==> config.mk <==
export PLATFORM = sky130hd
export DESIGN_NAME = button_click_double_click_detector
export DESIGN_NICKNAME = d
export VERILOG_FILES = /design/src/rtl/core/bcdd_pkg.sv /design/src/rtl/core/bcdd_lane.sv /design/src/rtl/core/bcdd_merge.sv /design/src/rtl/core/button_click_double_click_detector.sv
export SDC_FILE = /design/constraint.sdc
export NUM_CORES = 1
export LEC_CHECK = 0
export ABC_AREA = 1
export CORE_MARGIN = 1.5
export CORE_UTILIZATION = 60
export DETAILED_ROUTE_END_ITERATION = 6
export DONT_BUFFER_PORTS = 1
export PLACE_DENSITY = 0.76
export SLEW_MARGIN = 20
export SYNTH_ARGS = -nofsm -noshare
export SYNTH_HDL_FRONTEND = slang
export SYNTH_SLANG_ARGS = --single-unit
==> constraint.sdc <==
create_clock -name clock -period 4 [get_ports clock]
set_input_delay 0.4 -clock clock [delete_from_list [all_inputs] [get_ports clock]]
set_output_delay 0.4 -clock clock [all_outputs]
set_load 0.02 [all_outputs]
==> src/rtl/core/bcdd_pkg.sv <==
// ----------------------------------------------------------------------------
// Click detector package
// Shared types and constants for the two-button click detector.
// ----------------------------------------------------------------------------
package bcdd_pkg;

   // Tick count and deadline widths. The deadline keeps one extra bit so that
   // it never wraps.
   localparam int unsigned TimeWidth     = 32;
   localparam int unsigned DeadlineWidth = TimeWidth + 1;
   localparam int unsigned DelayWidth    = 8;

   // Configuration register indexes.
   localparam logic [1:0] RegJoystickPresent  = 2'd0;
   localparam logic [1:0] RegDoubleClickEnable = 2'd1;
   localparam logic [1:0] RegDoubleClickDelay  = 2'd2;

   // Input word kinds, carried on tuser.
   localparam logic ModePoll  = 1'b0;
   localparam logic ModeFlush = 1'b1;

   // Event kinds, carried on tuser of the result channel.
   localparam logic KindSingle = 1'b0;
   localparam logic KindDouble = 1'b1;

   // Per-button click machine phases.
   typedef enum logic [3:0] {
      PH_IDLE  = 4'b0001,
      PH_DOWN  = 4'b0010,
      PH_WAIT  = 4'b0100,
      PH_DOWN2 = 4'b1000
   } phase_type;

   // What one button lane found on a poll.
   typedef struct packed {
      logic fire;
      logic kind;
   } lane_event_type;

   // One queued result word.
   typedef struct packed {
      logic button;
      logic kind;
      logic last;
   } result_type;

endpackage

==> src/rtl/core/bcdd_lane.sv <==
// ----------------------------------------------------------------------------
// Button lane
// Click / double-click machine and deadline register for one button.
// ----------------------------------------------------------------------------
module bcdd_lane (
   input  logic                                  clock,
   input  logic                                  reset,
   input  logic                                  step,
   input  logic                                  flush,
   input  logic                                  down,
   input  logic [bcdd_pkg::TimeWidth-1:0]        now_time,
   input  logic                                  dc_enable,
   input  logic [bcdd_pkg::DelayWidth-1:0]       dc_delay,
   output bcdd_pkg::lane_event_type              ev
);
   import bcdd_pkg::*;

   phase_type                  phase_ff, phase_in;
   logic [DeadlineWidth-1:0]   deadline_ff, deadline_in;

   phase_type                  ph_cur;
   phase_type                  ph_next;
   logic [DeadlineWidth-1:0]   now_ext;
   logic [DeadlineWidth-1:0]   deadline_new;
   logic                       timeout;
   logic                       fire;
   logic                       kind;

   assign now_ext      = {1'b0, now_time};
   assign deadline_new = now_ext + DeadlineWidth'(dc_delay);
   assign timeout      = (phase_ff == PH_WAIT) && (deadline_ff <= now_ext);

   // Deadline check first, then the phase step on the button level.
   always_comb begin
      ph_cur      = timeout ? PH_IDLE : phase_ff;
      ph_next     = ph_cur;
      fire        = timeout;
      kind        = KindSingle;
      deadline_in = deadline_ff;
      unique case (ph_cur)
         PH_IDLE: begin
            if (down) ph_next = PH_DOWN;
         end
         PH_DOWN: begin
            if (!down) begin
               if (dc_enable) begin
                  deadline_in = deadline_new;
                  ph_next     = PH_WAIT;
               end else begin
                  fire    = 1'b1;
                  ph_next = PH_IDLE;
               end
            end
         end
         PH_WAIT: begin
            if (down) ph_next = PH_DOWN2;
         end
         PH_DOWN2: begin
            if (!down) begin
               fire    = 1'b1;
               kind    = KindDouble;
               ph_next = PH_IDLE;
            end
         end
         default: begin
            ph_next = PH_IDLE;
         end
      endcase
      if (!step) deadline_in = deadline_ff;
   end

   // A flush only clears the phase; the deadline is kept.
   always_comb begin
      if (step) begin
         phase_in = ph_next;
      end else if (flush) begin
         phase_in = PH_IDLE;
      end else begin
         phase_in = phase_ff;
      end
   end

   always_ff @(posedge clock) begin
      if (reset) begin
         phase_ff    <= PH_IDLE;
         deadline_ff <= '0;
      end else begin
         phase_ff    <= phase_in;
         deadline_ff <= deadline_in;
      end
   end

   assign ev.fire = step && fire;
   assign ev.kind = kind;

endmodule

==> src/rtl/core/bcdd_merge.sv <==
// ----------------------------------------------------------------------------
// Event merge queue
// Orders the two lanes' events (button 0 first), marks the last event of a
// poll and holds them in a four-word queue in front of the result port.
// ----------------------------------------------------------------------------
module bcdd_merge (
   input  logic                      clock,
   input  logic                      reset,
   input  bcdd_pkg::lane_event_type  ev0,
   input  bcdd_pkg::lane_event_type  ev1,
   output logic                      room,
   output logic                      rsp_tvalid,
   input  logic                      rsp_tready,
   output logic                      rsp_button,
   output logic                      rsp_kind,
   output logic                      rsp_last
);
   import bcdd_pkg::*;

   localparam int unsigned Depth = 4;

   result_type   q_ff [Depth];
   result_type   q_in [Depth];
   logic [2:0]   count_ff, count_in;

   result_type   first_word;
   result_type   second_word;
   logic [1:0]   push_n;
   logic         pop;
   logic [2:0]   base;
   logic [1:0]   tail_idx;

   // Lane 0's event goes out before lane 1's.
   always_comb begin
      push_n             = {1'b0, ev0.fire} + {1'b0, ev1.fire};
      first_word.button  = ev0.fire ? 1'b0 : 1'b1;
      first_word.kind    = ev0.fire ? ev0.kind : ev1.kind;
      first_word.last    = (push_n == 2'd1);
      second_word.button = 1'b1;
      second_word.kind   = ev1.kind;
      second_word.last   = 1'b1;
   end

   assign pop  = rsp_tvalid && rsp_tready;
   assign base = count_ff - {2'b00, pop};

   // Shift out the head on a pop, then append the new words behind.
   always_comb begin
      for (int i = 0; i < Depth; i++) begin
         if (pop && (i < Depth - 1)) begin
            q_in[i] = q_ff[i + 1];
         end else begin
            q_in[i] = q_ff[i];
         end
         if ((push_n != 2'd0) && (3'(i) == base)) q_in[i] = first_word;
         if ((push_n == 2'd2) && (3'(i) == base + 3'd1)) q_in[i] = second_word;
      end
      count_in = base + {1'b0, push_n};
   end

   always_ff @(posedge clock) begin
      if (reset) begin
         count_ff <= '0;
      end else begin
         count_ff <= count_in;
      end
   end

   always_ff @(posedge clock) begin
      q_ff <= q_in;
   end

   // A poll may add two words, so at most two may be waiting.
   assign room       = (count_ff <= 3'd2);
   assign rsp_tvalid = (count_ff != 3'd0);
   assign rsp_button = q_ff[0].button;
   assign rsp_kind   = q_ff[0].kind;
   assign rsp_last   = q_ff[0].last;

   assign tail_idx = 2'(count_ff - 3'd1);

   // The queue never overfills.
   a_count_bound: assert property (@(posedge clock) disable iff (reset)
      count_ff <= 3'(Depth))
      else $error("merge queue count out of range");

   // Two events with no drain grow the queue by two.
   a_push_two: assert property (@(posedge clock) disable iff (reset)
      (push_n == 2'd2 && !pop) |=> (count_ff == $past(count_ff) + 3'd2))
      else $error("merge queue lost a word");

   // Every poll's run ends in a word marked last, so the newest word is.
   a_tail_last: assert property (@(posedge clock) disable iff (reset)
      (count_ff != 3'd0) |-> q_ff[tail_idx].last)
      else $error("newest queued word not marked last");

   // No new words arrive unless there was room for them.
   a_push_room: assert property (@(posedge clock) disable iff (reset)
      (push_n != 2'd0) |-> room)
      else $error("push into full merge queue");

endmodule

==> src/rtl/core/button_click_double_click_detector.sv <==
// A poll's first event word is offered on rsp the cycle after it is accepted when no
// earlier word is still queued. Throughput: a poll is taken every cycle while the
// result queue holds two words or fewer; polls giving two events each are limited
// by the single result port, which drains one word per cycle while rsp_tready is high.
// Reset (synchronous, active high): both buttons idle, deadlines and registers zero.
// ----------------------------------------------------------------------------
// Click and double-click detector
// Two button lanes step in parallel on each poll while the joystick is present;
// a merge queue serializes their click events onto one result stream.
// ----------------------------------------------------------------------------
module button_click_double_click_detector (
   input  logic        clock,
   input  logic        reset,
   // Poll / flush words
   input  logic        req_tvalid,
   output logic        req_tready,
   input  logic [39:0] req_tdata,  // [31:0] now_time, [32] button0_pressed,
                                   // [33] button1_pressed, [39:34] zero
   input  logic        req_tuser,  // [0] mode
   // Click events
   output logic        rsp_tvalid,
   input  logic        rsp_tready,
   output logic [7:0]  rsp_tdata,  // [0] button_index, [7:1] zero
   output logic        rsp_tuser,  // [0] event_kind
   output logic        rsp_tlast,  // last_of_run
   // Register writes
   input  logic        csr_valid,
   output logic        csr_ready,
   input  logic [1:0]  csr_index,
   input  logic [7:0]  csr_data
);
   import bcdd_pkg::*;

   logic                    present_ff, present_in;
   logic                    dc_enable_ff, dc_enable_in;
   logic [DelayWidth-1:0]   dc_delay_ff, dc_delay_in;

   logic                    accept;
   logic                    step;
   logic                    flush;
   logic                    room;
   logic                    rsp_button;
   lane_event_type          ev0;
   lane_event_type          ev1;

   // Register write decode.
   assign csr_ready = 1'b1;

   always_comb begin
      present_in   = present_ff;
      dc_enable_in = dc_enable_ff;
      dc_delay_in  = dc_delay_ff;
      if (csr_valid) begin
         unique case (csr_index)
            RegJoystickPresent:   present_in   = csr_data[0];
            RegDoubleClickEnable: dc_enable_in = csr_data[0];
            RegDoubleClickDelay:  dc_delay_in  = csr_data;
            default: ;
         endcase
      end
   end

   always_ff @(posedge clock) begin
      if (reset) begin
         present_ff   <= 1'b0;
         dc_enable_ff <= 1'b0;
         dc_delay_ff  <= '0;
      end else begin
         present_ff   <= present_in;
         dc_enable_ff <= dc_enable_in;
         dc_delay_ff  <= dc_delay_in;
      end
   end

   // Input word handling.
   assign req_tready = room;
   assign accept     = req_tvalid && req_tready;
   assign flush      = accept && (req_tuser == ModeFlush);
   assign step       = accept && (req_tuser == ModePoll) && present_ff;

   // One lane per button.
   bcdd_lane u_lane0 (
      .clock     (clock),
      .reset     (reset),
      .step      (step),
      .flush     (flush),
      .down      (req_tdata[TimeWidth]),
      .now_time  (req_tdata[TimeWidth-1:0]),
      .dc_enable (dc_enable_ff),
      .dc_delay  (dc_delay_ff),
      .ev        (ev0)
   );

   bcdd_lane u_lane1 (
      .clock     (clock),
      .reset     (reset),
      .step      (step),
      .flush     (flush),
      .down      (req_tdata[TimeWidth+1]),
      .now_time  (req_tdata[TimeWidth-1:0]),
      .dc_enable (dc_enable_ff),
      .dc_delay  (dc_delay_ff),
      .ev        (ev1)
   );

   bcdd_merge u_merge (
      .clock      (clock),
      .reset      (reset),
      .ev0        (ev0),
      .ev1        (ev1),
      .room       (room),
      .rsp_tvalid (rsp_tvalid),
      .rsp_tready (rsp_tready),
      .rsp_button (rsp_button),
      .rsp_kind   (rsp_tuser),
      .rsp_last   (rsp_tlast)
   );

   assign rsp_tdata = {7'd0, rsp_button};

endmodule

Word-level counts from Yosys, hierarchy flattened
Cells that the tools add are included.

word-level totals
  bits in registers = 99
  input bits = 56
  output and inout port bits = 13

cells by class
  add/subtract/negate cells = 5
  $lt $le $gt $ge = 3
  eq/ne operators = 20
  multiplexer cells = 41
  bitwise gates (word level) = 3
  reductions and logical operators = 35

operator list
  cell                                            number
  less-or-equal comparator 33 x 32 -> 1 bit       2
  two-way mux 4 bit                               13
  adder 32 x 8 -> 33 bit                          1
  case mux 4 bit (4 select lines)                 2
  two-way mux 3 bit                               7
  logical AND 1 bit                               17
  == test 4 x 3 -> 1 bit (second input constant)  4
  == test 2 x 3 -> 1 bit (first input constant)   4
  two-way mux 1 bit                               12
  nonzero test 2 bit                              6
  nonzero test 3 bit                              4
  two-way mux 2 bit                               5
  == test 4 x 1 -> 1 bit (second input constant)  2
  == test 4 x 2 -> 1 bit (second input constant)  2
  == test 4 bit (second input constant)           2
  AND reduction 4 bit                             2
  == test 1 x 3 -> 1 bit (first input constant)   2
  zero test 3 bit                                 2
  AND reduction 2 bit                             3
  == test 2 x 1 -> 1 bit (second input constant)  2
  == test 2 bit (second input constant)           2
  case mux 1 bit (2 select lines)                 2
  adder 3 x 1 -> 3 bit (second input constant)    1
  adder 3 x 2 -> 3 bit                            1
  other kinds (5)                                 7

Logic depth before layout (Yosys ltp)
Gate-level depths: netlist (run 1).

  depth after elaboration = 11
  mapped depth = 27
  mapped depth without buffers = 27

Modules after synthesis
From an unflattened synthesis (run 1), not the netlist that was laid out.

unflattened totals
  cell total of the unflattened synthesis = 1328
  area total of the unflattened synthesis = 8642.0 um^2

by module, submodules not included
  module                              times used  cells an instance  area an instance (um^2)
  bcdd_lane at u_lane0                1           559                3569.7
  bcdd_lane at u_lane1                1           553                3477.1
  bcdd_merge                          1           133                1057.3
  button_click_double_click_detector  1           83                 538.0

Worst setup path after synthesis (run 1)
OpenSTA, ideal clock, no wires.

  path kind = input port to flip-flop
  from = in req_tdata[8]
  to = reg u_merge.count_ff[2]
  data arrival time = 2.775 ns
  required time = 3.872 ns
  slack = 1.097 ns
  stages on the path = 23
  path buffers = 0
  cells stage by stage = inv_1 > ha_1 > nand2_1 > nor2_1 > nand2_1 > nor2_1 > nand2_1 > nor2_1 > nor2_1 > nand2_1 > nand2_1 > nand2_2 > nand2_1 > nand2_1 > nand2_1 > nand2_2 > inv_1 > ha_1 > ha_1 > inv_1 > fa_1 > xor2_1 > nor2_1

on the way
  word-level cells in the longest chain between the ends = 8
  elaborated cells between the ends (all ways) = 22
  those cells by class = add/sub: 2; order compare: 2; eq/ne: 4; mux: 10; reduce/logical: 4

RTL lines
  what                                                    RTL line                                  text
  start, declared                                         button_click_double_click_detector.sv:17  input logic [39:0] req_tdata,
  less-or-equal comparator 33 x 32 -> 1 bit               bcdd_lane.sv:31                           assign timeout = (phase_ff == PH_WAIT) && (deadline_ff <= now_ext);
  logical AND 1 bit                                       bcdd_lane.sv:31
  two-way mux 4 bit or two-way mux 1 bit (tied branches)  bcdd_lane.sv:35, bcdd_lane.sv:46
  == test 4 bit, or another cell as far along             bcdd_lane.sv:40                           unique case (ph_cur)
  case mux 1 bit (2 select lines)                         bcdd_lane.sv:40
  logical AND 1 bit                                       bcdd_lane.sv:93                           assign ev.fire = step && fire;
  adder 1 x 1 -> 2 bit (*)                                bcdd_merge.sv:35                          push_n = {1'b0, ev0.fire} + {1'b0, ev1.fire};
  adder 3 x 2 -> 3 bit (*)                                bcdd_merge.sv:58                          count_in = base + {1'b0, push_n};
  end signal, assigned                                    bcdd_merge.sv:65                          count_ff <= count_in;
  end, declared                                           bcdd_merge.sv:24                          logic [2:0] count_ff, count_in;

Every way passes the cells marked *; elsewhere a longest branch is shown, timed or not.
A chain may end at the register's enable or synchronous reset.

Final worst setup path (run 1)
  from = reg u_lane1.deadline_ff[24]
  to = reg u_merge.q_ff, in the netlist u_merge.rsp_kind (enable)

on the way
  word-level cells in the longest chain between the ends = 10
  elaborated cells between the ends (all ways) = 16
  those cells by class = add/sub: 1; order compare: 1; eq/ne: 3; mux: 5; reduce/logical: 6

RTL lines
  what                                                    RTL line                            text
  start, declared                                         bcdd_lane.sv:19                     logic [DeadlineWidth-1:0] deadline_ff, deadline_in;
  start signal, assigned                                  bcdd_lane.sv:89                     deadline_ff <= deadline_in;
  less-or-equal comparator 33 x 32 -> 1 bit (*)           bcdd_lane.sv:31
  logical AND 1 bit (*)                                   bcdd_lane.sv:31
  two-way mux 4 bit or two-way mux 1 bit (tied branches)  bcdd_lane.sv:35, bcdd_lane.sv:46
  == test 4 bit, or another cell as far along             bcdd_lane.sv:40
  case mux 1 bit (2 select lines) (*)                     bcdd_lane.sv:40
  logical AND 1 bit (*)                                   bcdd_lane.sv:93
  adder 1 x 1 -> 2 bit (*)                                bcdd_merge.sv:35
  == test 2 bit or nonzero test 2 bit (tied branches)     bcdd_merge.sv:56, bcdd_merge.sv:55
  logical AND 1 bit, on equally long branches             bcdd_merge.sv:56, bcdd_merge.sv:55
  nonzero test 3 bit (no line) (*)                        -
  end signal, assigned                                    bcdd_merge.sv:70                    q_ff <= q_in;
  end, declared                                           bcdd_merge.sv:22                    result_type q_ff [Depth];

Marked as above.

==> flow_summary.toml, run 1 <==
[timing]
unrepaired_setup_endpoints_after_global_routing = "false"
finalSetupViolations = 0
final.setup_skew_ps = 9.72
period_needed_ps = 3330
hold-worst-slack_ps = 100
finalSetupTns_ps = 0
fin_crit_sh_pct = 83.2
hold_violation_total_from_the_final_report = 0
timing.fmax_mhz = 301
max-slew-margin-rel_pct = 45.2
timing.final.ws_setup_ps = 673
number_of_max_slew_violations_in_the_final_report = 0
tightest_slew_ps = 818

[routing]
drt_first_pass_iters = 7
ant_nets = 0
via_per_inst = 5.36
first_iter_violations = 523
routed-via-count = 6353
routed_wire_length_per_instance_um = 13.9
drc = 12
wirelength_um = 16500

[logic_synthesis]
instance_count_of_the_mapped_netlist = 1046
synth-simple-area-share_pct = 28.8
synth_compound_gate_area_share_pct = 13.5
number_of_synthesized_flops_with_an_enable_pin = 4
yosys.area.top_type_share_pct = 26.7
synthMostInstantiatedCell = "sky130_fd_sc_hd__nand2_1"
synthDominantAreaCellType = "sky130_fd_sc_hd__dfxtp_1"
synth_xor_xnor_area_share_pct = 1.97
synth.top_cells.by_count = "sky130_fd_sc_hd__nand2_1, sky130_fd_sc_hd__inv_1, sky130_fd_sc_hd__nor2_1"
yosysSeqAreaShare_pct = 28.4
synthFlopType = "sky130_fd_sc_hd__dfxtp_1"
ys.warnings.count = 0
library_cells_used_by_synthesis = 48
post_synth_instance_area_mm2 = 0.00713
synth_seq_cells = 99
synthArstFlopShare_pct = 0
synthMuxAreaShare_pct = 0
yosys.area_share.adder_pct = 14.4
synth_top_family_by_area = "simple AND/OR/NAND/NOR gates"
syn_area_per_cell_um2 = 6.81
ys_top_cells_by_area = "sky130_fd_sc_hd__dfxtp_1, sky130_fd_sc_hd__ha_1, sky130_fd_sc_hd__nand2_1"

[run_status]
failed_checks = "DRC"
status = "finished with violations"

[layout]
postLayoutCoreUtil_pct = 64.9
fillerInstances = 1062
flow.area_growth_from_synthesis_pct = 4.92
layout.nets = 1175
finish.cell_count_without_fillers = 1186
post_route_cells_drive_above_1_share_pct = 5.37
antennaDiodeCount = 0
layout.cell_area.non_filler_mm2 = 0.00748

[critical_path]
worstPathBufferInverterCount = 4
cp.arrival_ps = 3410
critical_path_cell_sequence = "ha_1 > nand2_1 > nor2_1 > nand4_1 > nor3_1 > nand4_1 > nand2_1 > nand2_1 > a21oi_1 > inv_1 > ha_1 > nor2_1 > inv_1 > nor2_1 > inv_1 > nand2_1 > inv_1 > nand2_1"
path_delay_family = "simple AND/OR/NAND/NOR gates"
cp_max_fo = 6
worst-endpoint-required_ps = 4090
setup.worst_path.class = "register to register"
cp-end-kind = "register"
crit_path_max_incr_delay_ps = 330
cp_startpoint_kind = "register"
critical_path.most_common_cell = "sky130_fd_sc_hd__nand2_1"
timing.critical_path.slowest_stage_cell = "sky130_fd_sc_hd__a21oi_1"

[placed_design]
place_worst_setup_slack_ps = 553
estimated_wirelength_of_the_detail_placed_design_um = 12700
dpl-instance-area_mm2 = 0.00718
gp_congestion = 0.893
place.detailed.instances = 1170
place.port_buffers = 0

[clock_tree]
post_cts_hold_buffer_count = 0
cts_tree = "built"
path_clk_slew_ps = 70
cts.repair.resized = 0
cts_made_buffers = 9
htree_levels = 3
clock_tree_buffer_depth = 2
clock-root-buffer = "sky130_fd_sc_hd__clkbuf_16"
cts.sinks = 99
cts_setup_buffers = 0
clk-insertion-delay-late_ps = 360

[floorplanning]
fp.coreArea_mm2 = 0.0115
ioPinCount = 69
chipHeight_um = 112
start_util_pct = 61.9
rows = 39
dieWidth_um = 112
die-area_mm2 = 0.0125

[run]
maxCapViolations = 0

[global_routing]
global_route.usage.met1_pct = 35.8
grt_util_met2_pct = 44.1
pin_count_of_the_biggest_net_entering_global_routing = 68
via_count_of_the_first_global_routing_pass = 5838
grt_antenna_before_repair = 0
global_route_total_usage_across_every_layer_pct = 27.3
grt_first_pass_wirelength_um = 27500
busiest_metal_layer_after_global_routing = "met2"
globalRouteOverflowTotal = 0
grt_use_met3_pct = 7.29

[power_and_ir_drop]
vdd_drop_max_mv = 0.402
pwr-share-clk_pct = 36.6
power_report.internal_total_mw = 1.66
p_seq_share_pct = 43.6
power_frac_comb_pct = 19.8
power_density_mw_per_mm2 = 324
total_switching_power_uw = 761
cellLeakagePower_nw = 3.93
switching_share_pct = 31.4
report.power.total_mw = 2.42

[min_path]
tightest_hold_check_type = "input pin to register"
-- placed cells by master, fill, tap and decap left out, types with 3 or more instances in the layout --
| master | count |
|---|---|
| sky130_fd_sc_hd__inv_2 | 8 |
| sky130_fd_sc_hd__nand4_1 | 16 |
| sky130_fd_sc_hd__nand3_1 | 56 |
| sky130_fd_sc_hd__nor3_1 | 22 |
| sky130_fd_sc_hd__clkinvlp_4 | 3 |
| sky130_fd_sc_hd__nor2_1 | 118 |
| sky130_fd_sc_hd__o211ai_1 | 38 |
| sky130_fd_sc_hd__edfxtp_1 | 4 |
| sky130_fd_sc_hd__clkinv_1 | 3 |
| sky130_fd_sc_hd__a21oi_1 | 51 |
| sky130_fd_sc_hd__conb_1 | 8 |
| sky130_fd_sc_hd__inv_1 | 175 |
| sky130_fd_sc_hd__o2111ai_1 | 3 |
| sky130_fd_sc_hd__nand2_2 | 6 |
| sky130_fd_sc_hd__o21ai_1 | 3 |
| sky130_fd_sc_hd__a21o_1 | 4 |
| sky130_fd_sc_hd__nand2_1 | 225 |
| sky130_fd_sc_hd__a31oi_1 | 4 |
| sky130_fd_sc_hd__o21ai_0 | 46 |
| sky130_fd_sc_hd__clkbuf_16 | 9 |
| sky130_fd_sc_hd__dfxtp_1 | 95 |
| sky130_fd_sc_hd__ha_1 | 79 |
| sky130_fd_sc_hd__nand3b_1 | 3 |
| sky130_fd_sc_hd__a21oi_2 | 3 |
| sky130_fd_sc_hd__buf_4 | 4 |
| sky130_fd_sc_hd__nor4_1 | 8 |
| sky130_fd_sc_hd__o21a_1 | 4 |
| sky130_fd_sc_hd__xor2_1 | 14 |
| sky130_fd_sc_hd__o21ai_2 | 3 |
-- routing by layer --
layer  up-vias  wire length [um]
met2       122              7320
met1      2834              7840
met5         -                 0
met3        21               964
met4         0               336
li1       3376                 -
-- kinds of logic after synthesis --
logic type,Yosys count
simple gates,471
buf+inv,216
compound gates,161
flops,99
fa+ha+maj,81
xor+xnor,16
other cells,2
-- state kept, by name (all words and copies together), names as in the netlist --
name and count:
u_lane1.deadline_ff 33, u_merge.rsp_last 1, dc_enable_ff 1, present_ff 1, u_merge.count_ff 3, u_lane1.phase_ff 4, u_lane0.deadline_ff 33, u_merge.q_ff 9
u_lane0.phase_ff 4, dc_delay_ff 8, u_merge.rsp_kind 1, u_merge.rsp_button 1
-- worst register-to-register path, stage by stage, from the launching register on --
cell and delay, ps:
sky130_fd_sc_hd__dfxtp_1 320, sky130_fd_sc_hd__ha_1 290, sky130_fd_sc_hd__nand2_1 80, sky130_fd_sc_hd__nor2_1 170
sky130_fd_sc_hd__nand4_1 220, sky130_fd_sc_hd__nor3_1 210, sky130_fd_sc_hd__nand4_1 100, sky130_fd_sc_hd__nand2_1 130
sky130_fd_sc_hd__nand2_1 150, sky130_fd_sc_hd__a21oi_1 330, sky130_fd_sc_hd__inv_1 80, sky130_fd_sc_hd__ha_1 200
sky130_fd_sc_hd__nor2_1 100, sky130_fd_sc_hd__inv_1 70, sky130_fd_sc_hd__nor2_1 240, sky130_fd_sc_hd__inv_1 140
sky130_fd_sc_hd__nand2_1 80, sky130_fd_sc_hd__inv_1 70, sky130_fd_sc_hd__nand2_1 70
-- power by group through the flow --
stage | combinational, mW | sequential, mW | clock (mW)
after floorplan | 0.396 | 1.07 | 0
after global placement | 0.470 | 1.08 | 0
after detailed placement | 0.475 | 1.08 | 0
after CTS | 0.479 | 1.06 | 0.906
after global routing | 0.543 | 1.06 | 0.933
final | 0.479 | 1.06 | 0.887
-- worst paths after layout --
| path | end | slack, ps | from | cells past startpoint |
|---|---|---|---|---|
| max reg2reg | u_merge.rsp_kind$_DFFE_PP_ | 670 | u_lane1.deadline_ff[24]$_SDFFE_PP0P_ | 18 |
| min | u_merge.count_ff[1]$_SDFF_PP0_ | 100 | reset | 1 |
| min reg2reg | u_lane0.deadline_ff[0]$_SDFFE_PP0P_ | 470 | u_lane0.deadline_ff[0]$_SDFFE_PP0P_ | 2 |
| max | u_merge.rsp_kind$_DFFE_PP_ | 670 | u_lane1.deadline_ff[24]$_SDFFE_PP0P_ | 18 |
-- final cells by class --
| type | count | area [um^2] | area share, % |
|---|---|---|---|
| multi-input cells | 737 | 4230 | 56.5 |
| flip-flops and latches | 99 | 2020 | 27.0 |
| inverters | 186 | 701 | 9.37 |
| clock buffers | 9 | 225 | 3.01 |
| well taps | 143 | 179 | 2.39 |
| clock inverters | 7 | 73.8 | 0.987 |
| repair buffers | 5 | 50.0 | 0.669 |
Note: power is estimated with default switching activity, not from simulation.
==> run 2, diff against run 1 <==
clock period = 3.1 ns   (was 4 ns; I/O delays follow)
==> run 2 against run 1 <==
Net effect: the run still ends with DRC left; critical path depth is 3 lower; combinational power up 48%; setup slack got worse by 510 ps; first-iteration DRC count fell by 17%; sequential share of layout area shrank 1.5 points; largest cell class unchanged; highest routed layer unchanged.
==> flow_summary.toml, run 2 (synthesis gave the netlist of run 1 again) <==
[floorplanning]
chipHeight_um = 112
ioPinCount = 69
dieWidth_um = 112
die-area_mm2 = 0.0125
rows = 39
fp.coreArea_mm2 = 0.0115
start_util_pct = 61.9

[run_status]
failed_checks = "DRC"
status = "finished with violations"

[placed_design]
place_worst_setup_slack_ps = 9.08
gp_congestion = 0.879
place.port_buffers = 0
place.detailed.instances = 1201
estimated_wirelength_of_the_detail_placed_design_um = 12800

[global_routing]
grt_first_pass_wirelength_um = 28200
grt_util_met2_pct = 44.5
grt_antenna_before_repair = 0
busiest_metal_layer_after_global_routing = "met2"
pin_count_of_the_biggest_net_entering_global_routing = 68
via_count_of_the_first_global_routing_pass = 5930
grt_use_met3_pct = 7.51
global_route_total_usage_across_every_layer_pct = 27.7
globalRouteOverflowTotal = 0
global_route.usage.met1_pct = 36.8

[layout]
post_route_cells_drive_above_1_share_pct = 11.1
finish.cell_count_without_fillers = 1225
flow.area_growth_from_synthesis_pct = 11.4
top_regs = "u_lane0.deadline_ff x33, u_lane1.deadline_ff x33, u_merge.q_ff x9"
fillerInstances = 1000
layout_commonest_cell = "sky130_fd_sc_hd__nand2_1"
layout.nets = 1214
postLayoutCoreUtil_pct = 68.9
antennaDiodeCount = 0
final_cell_mix = "sky130_fd_sc_hd__nand2_1, sky130_fd_sc_hd__inv_1, sky130_fd_sc_hd__nor2_1"
sequential_cell_area_mm2 = 0.00202
multi_input_area_mm2 = 0.00434

[timing]
timing.final.ws_setup_ps = 162
tightest_slew_ps = 830
number_of_max_slew_violations_in_the_final_report = 0
hold-worst-slack_ps = 18.4
timing.fmax_mhz = 340
finalSetupViolations = 0
final.setup_skew_ps = 7.73
max-slew-margin-rel_pct = 44.4
period_needed_ps = 2940
fin_crit_sh_pct = 94.8
hold_violation_total_from_the_final_report = 0

[critical_path]
worstSetupPathDepth = 15
cp-end-kind = "register"
timing.critical_path.slowest_stage_cell = "sky130_fd_sc_hd__fa_2"
cp_max_fo = 2
critical_path_cell_sequence = "ha_1 > nand2_1 > nor2_2 > nand4_1 > nor3_2 > nand4_1 > nand2_2 > nand2_1 > a21oi_2 > buf_4 > ha_4 > ha_1 > inv_1 > fa_2 > nor2_1"
path_delay_family = "adder cells"
worst-endpoint-required_ps = 3400
setup.worst_path.class = "register to register"
cp.arrival_ps = 3240
cp_startpoint_kind = "register"
crit_path_max_incr_delay_ps = 420
worstPathBufferInverterCount = 2
reg2reg_setup_slack_ps = 160
rr_worst_depth = 15

[routing]
routed-via-count = 6501
drt_first_pass_iters = 7
via_per_inst = 5.31
routed_wire_length_per_instance_um = 13.8
drc = 10
wirelength_um = 16900
first_iter_violations = 436
ant_nets = 0

[min_path]
tightest_hold_check_type = "input pin to register"
worst_hold_path.num_cells = 1

[clock_tree]
path_clk_slew_ps = 70
cts.sinks = 99
htree_levels = 3
clock-root-buffer = "sky130_fd_sc_hd__clkbuf_16"
clk-insertion-delay-late_ps = 360
cts_made_buffers = 9
clock_tree_buffer_depth = 2
cts_tree = "built"

[power_and_ir_drop]
cellLeakagePower_nw = 4.15
vdd_drop_max_mv = 0.532
power_density_mw_per_mm2 = 416

[run]
maxCapViolations = 0
run 2: cell count changes in the layout (fill, tap and decap cells not counted), moves of 3 or more:
cell | previous run | this run
sky130_fd_sc_hd__nor2_1 | 118 | 108
sky130_fd_sc_hd__nand2_2 | 6 | 12
sky130_fd_sc_hd__clkinvlp_4 | 3 | 0
sky130_fd_sc_hd__ha_1 | 79 | 76
sky130_fd_sc_hd__a21oi_2 | 3 | 8
sky130_fd_sc_hd__nor2_2 | 2 | 12
sky130_fd_sc_hd__buf_4 | 4 | 36
sky130_fd_sc_hd__a21oi_1 | 51 | 46
sky130_fd_sc_hd__ha_4 | 0 | 3
sky130_fd_sc_hd__nand2_1 | 225 | 219
sky130_fd_sc_hd__dlygate4sd3_1 | 0 | 6
run 2: final timing paths:
path,start,end
setup / recovery,u_lane1.deadline_ff[24]$_SDFFE_PP0P_,u_merge.count_ff[1]$_SDFF_PP0_
hold reg to reg,u_lane0.deadline_ff[0]$_SDFFE_PP0P_,u_lane0.deadline_ff[0]$_SDFFE_PP0P_
setup reg to reg,u_lane1.deadline_ff[24]$_SDFFE_PP0P_,u_merge.count_ff[1]$_SDFF_PP0_
hold / removal,reset,u_lane1.phase_ff[2]$_SDFFE_PP0P_
run 2: area by class of cell:
class                   instances  area share, %
multi-input cells             737           54.6
flip-flops and latches         99           25.5
inverters                     186           8.83
repair buffers                 44           4.67
clock buffers                  11           3.33
well taps                     143           2.25
clock inverters                 5          0.804
run 2: power by group:
part / leakage, nW / internal (mW) / total, mW / switching [mW]
Clock: 0.164 / 0.707 / 1.23 / 0.527
Sequential: 0.802 / 1.33 / 1.36 / 0.0335
Combinational: 3.19 / 0.244 / 0.709 / 0.465
Total: 4.15 / 2.28 / 3.31 / 1.03
run 2: layer usage:
metal  part of all wire [%]  routed length [um]  up-vias
li1                       -                   -     3444
met1                     46                7870     2864
met2                     44                7490      169
met3                    7.2                1220       24
met4                    2.0                 344        0
met5                      0                   0        -
run 2: through the flow:
step	instance area, um^2	power, mW	setup TNS [ps]
after floorplan	7150	1.90	0
after global placement	7420	2.05	0
after detailed placement	7420	2.06	0
after CTS	7770	3.29	0
after global routing	7940	3.47	-85.0
final	7940	3.31	0
run 2: timing repair:
item,CTS,global route
setup buffers,0,2
hold buffers,2,4
endpoints found under the setup margin,0,16
endpoints found under the hold margin,1,4
resized for setup,0,30
==> run 3, diff against run 2 <==
CORE_MARGIN = 10   (was 1.5)
==> run 3 against run 2 <==
Net effect: the flow now finishes without violations; combinational power rose by 3.0%; worst hold slack got worse by 8.6 ps; die area rose by 33%; setup slack improved by 52 ps; sequential cell count did not move; count of clock-buffer cells in the layout did not move; final cell count fell by 0.33%; routed wire length rose by 6.1%.
==> flow_summary.toml, run 3 (synthesis gave the netlist of run 1 again) <==
[placed_design]
place.port_buffers = 0
gp_congestion = 0.902
place.detailed.instances = 1202
estimated_wirelength_of_the_detail_placed_design_um = 13700

[floorplanning]
dieWidth_um = 129
start_util_pct = 61.9
fp.coreArea_mm2 = 0.0115
die-area_mm2 = 0.0166
chipHeight_um = 129
rows = 39
ioPinCount = 69

[routing]
drt_first_pass_iters = 5
routed_wire_length_per_instance_um = 14.7
via_per_inst = 5.40
ant_nets = 0
first_iter_violations = 452
wirelength_um = 17900
drc = 0
routed-via-count = 6592

[clock_tree]
cts.sinks = 99
cts_tree = "built"
post_cts_hold_buffer_count = 0
clock-root-buffer = "sky130_fd_sc_hd__clkbuf_16"
htree_levels = 3
clock_tree_buffer_depth = 2
path_clk_slew_ps = 70
clk-insertion-delay-late_ps = 360
cts_made_buffers = 9

[layout]
flow.area_growth_from_synthesis_pct = 10.4
post_route_cells_drive_above_1_share_pct = 10.5
layout_commonest_cell = "sky130_fd_sc_hd__nand2_1"
finish.cell_count_without_fillers = 1221
antennaDiodeCount = 0
multi_input_area_mm2 = 0.00433
postLayoutCoreUtil_pct = 68.4
layout.nets = 1210
final_cell_mix = "sky130_fd_sc_hd__nand2_1, sky130_fd_sc_hd__inv_1, sky130_fd_sc_hd__nor2_1"
fillerInstances = 1014
top_regs = "u_lane0.deadline_ff x33, u_lane1.deadline_ff x33, u_merge.q_ff x9"
sequential_cell_area_mm2 = 0.00202

[global_routing]
globalRouteOverflowTotal = 0
via_count_of_the_first_global_routing_pass = 6261
grt_first_pass_wirelength_um = 28900
grt_antenna_before_repair = 0
pin_count_of_the_biggest_net_entering_global_routing = 60
global_route_total_usage_across_every_layer_pct = 21.5

[timing]
period_needed_ps = 2890
hold-worst-slack_ps = 9.87
number_of_max_slew_violations_in_the_final_report = 0
fin_crit_sh_pct = 93.1
timing.fmax_mhz = 346
finalSetupViolations = 0
final.setup_skew_ps = 9.75
unrepaired_setup_endpoints_after_global_routing = "true"
finalSetupTns_ps = 0
tightest_slew_ps = 803
max-slew-margin-rel_pct = 46.2
hold_violation_total_from_the_final_report = 0

[critical_path]
critical_path_cell_sequence = "ha_1 > nand2_1 > nor2_2 > nand4_1 > inv_1 > nand2_1 > nand2_1 > nand2_1 > nand3_1 > nand2_2 > nand2_1 > a21oi_2 > buf_4 > ha_4 > ha_1 > inv_1 > fa_2 > nor2_1"
worst-endpoint-required_ps = 3360
reg2reg_setup_slack_ps = 210
rr_worst_depth = 18
setup.worst_path.class = "register to register"
crit_path_max_incr_delay_ps = 510
critical_path.startpoint = "u_lane1.deadline_ff[10]$_SDFFE_PP0P_"
cp-end-kind = "register"
r2r_start = "u_lane1.deadline_ff[10]$_SDFFE_PP0P_"
critical_path.most_common_cell = "sky130_fd_sc_hd__nand2_1"
cp.arrival_ps = 3150
timing.critical_path.slowest_stage_cell = "sky130_fd_sc_hd__fa_2"
reg2reg_to = "u_merge.count_ff[1]$_SDFF_PP0_"
cp_startpoint_kind = "register"
cp_max_fo = 2

[power_and_ir_drop]
power_frac_comb_pct = 21.6
report.power.total_mw = 3.38
cellLeakagePower_nw = 4.12
power_density_mw_per_mm2 = 429
vdd_drop_max_mv = 0.453
total_switching_power_mw = 1.04
pwr-share-clk_pct = 38.0
power_report.internal_total_mw = 2.34
p_seq_share_pct = 40.4
switching_share_pct = 30.8

[min_path]
holdPathEnd = "u_lane1.phase_ff[3]$_SDFFE_PP0P_"
worst_hold_startpoint = "reset"
worst_hold_path.num_cells = 1
tightest_hold_check_type = "input pin to register"

[run_status]
status = "completed"

[run]
maxCapViolations = 0
-- run 3: repair_timing --
item | 4_1_cts | 5_1_grt
endpoints found under the setup margin | 0 | 17
resized for setup | 0 | 21
hold endpoints to repair | 0 | 0
buffers inserted | 0 | 3
-- run 3: how the worst max path moves through the flow --
| stage | end | slack [ps] | cells after the start |
|---|---|---|---|
| final | u_merge.count_ff[1]$_SDFF_PP0_ | 210 | 18 |
| after global routing | u_merge.q_ff[7]$_DFFE_PP_ | -40 | 19 |
| after CTS | u_merge.count_ff[2]$_SDFF_PP0_ | 20 | 20 |
| after detailed placement | u_merge.count_ff[2]$_SDFF_PP0_ | -40 | 21 |
| after global placement | u_merge.count_ff[2]$_SDFF_PP0_ | 40 | 21 |
| after floorplan | u_merge.count_ff[2]$_SDFF_PP0_ | 290 | 23 |
-- run 3: worst max-delay path: cells and delay by family, from the launching register on --
family / cells / cell delay (ps)
DFF: 1 / 320
buffers and inverters: 3 / 340
adders and majority gates: 4 / 1180
and+or+nand+nor: 10 / 860
AOI/OAI and AO/OA: 1 / 70
-- run 3: power by group through the flow --
stage / combinational, mW / sequential [mW] / clock [mW]
after floorplan: 0.511 / 1.39 / 0
after global placement: 0.678 / 1.39 / 0
after detailed placement: 0.696 / 1.39 / 0
after CTS: 0.706 / 1.36 / 1.29
after global routing: 0.836 / 1.37 / 1.34
final: 0.730 / 1.36 / 1.28
-- run 3: cell type report --
type                       count  share of cell area [%]
timing repair buffer          40                    3.81
clock inverter                 5                    1.05
tap                          143                    2.27
clock buffer                  11                    3.21
sequential                    99                    25.7
inverter                     186                    8.90
multi-input combinational    737                    55.0
-- run 3: metal layers --
layer | routed length (um) | vias up | global-route usage [%]
met2 | 8320 | 181 | 36.5
met4 | 367 | 0 | 7.29
met1 | 7890 | 2951 | 25.8
li1 | - | 3434 | -
met5 | 0 | - | 0
met3 | 1370 | 26 | 5.67
-- run 3: through the flow --
stage | area (um^2) | setup slack [ps]
2_1_floorplan | 7150 | 287
3_3_place_gp | 7410 | 44.8
3_5_place_dp | 7410 | -36.3
4_1_cts | 7740 | 17.0
5_1_grt | 7870 | -39.4
6_report | 7870 | 214
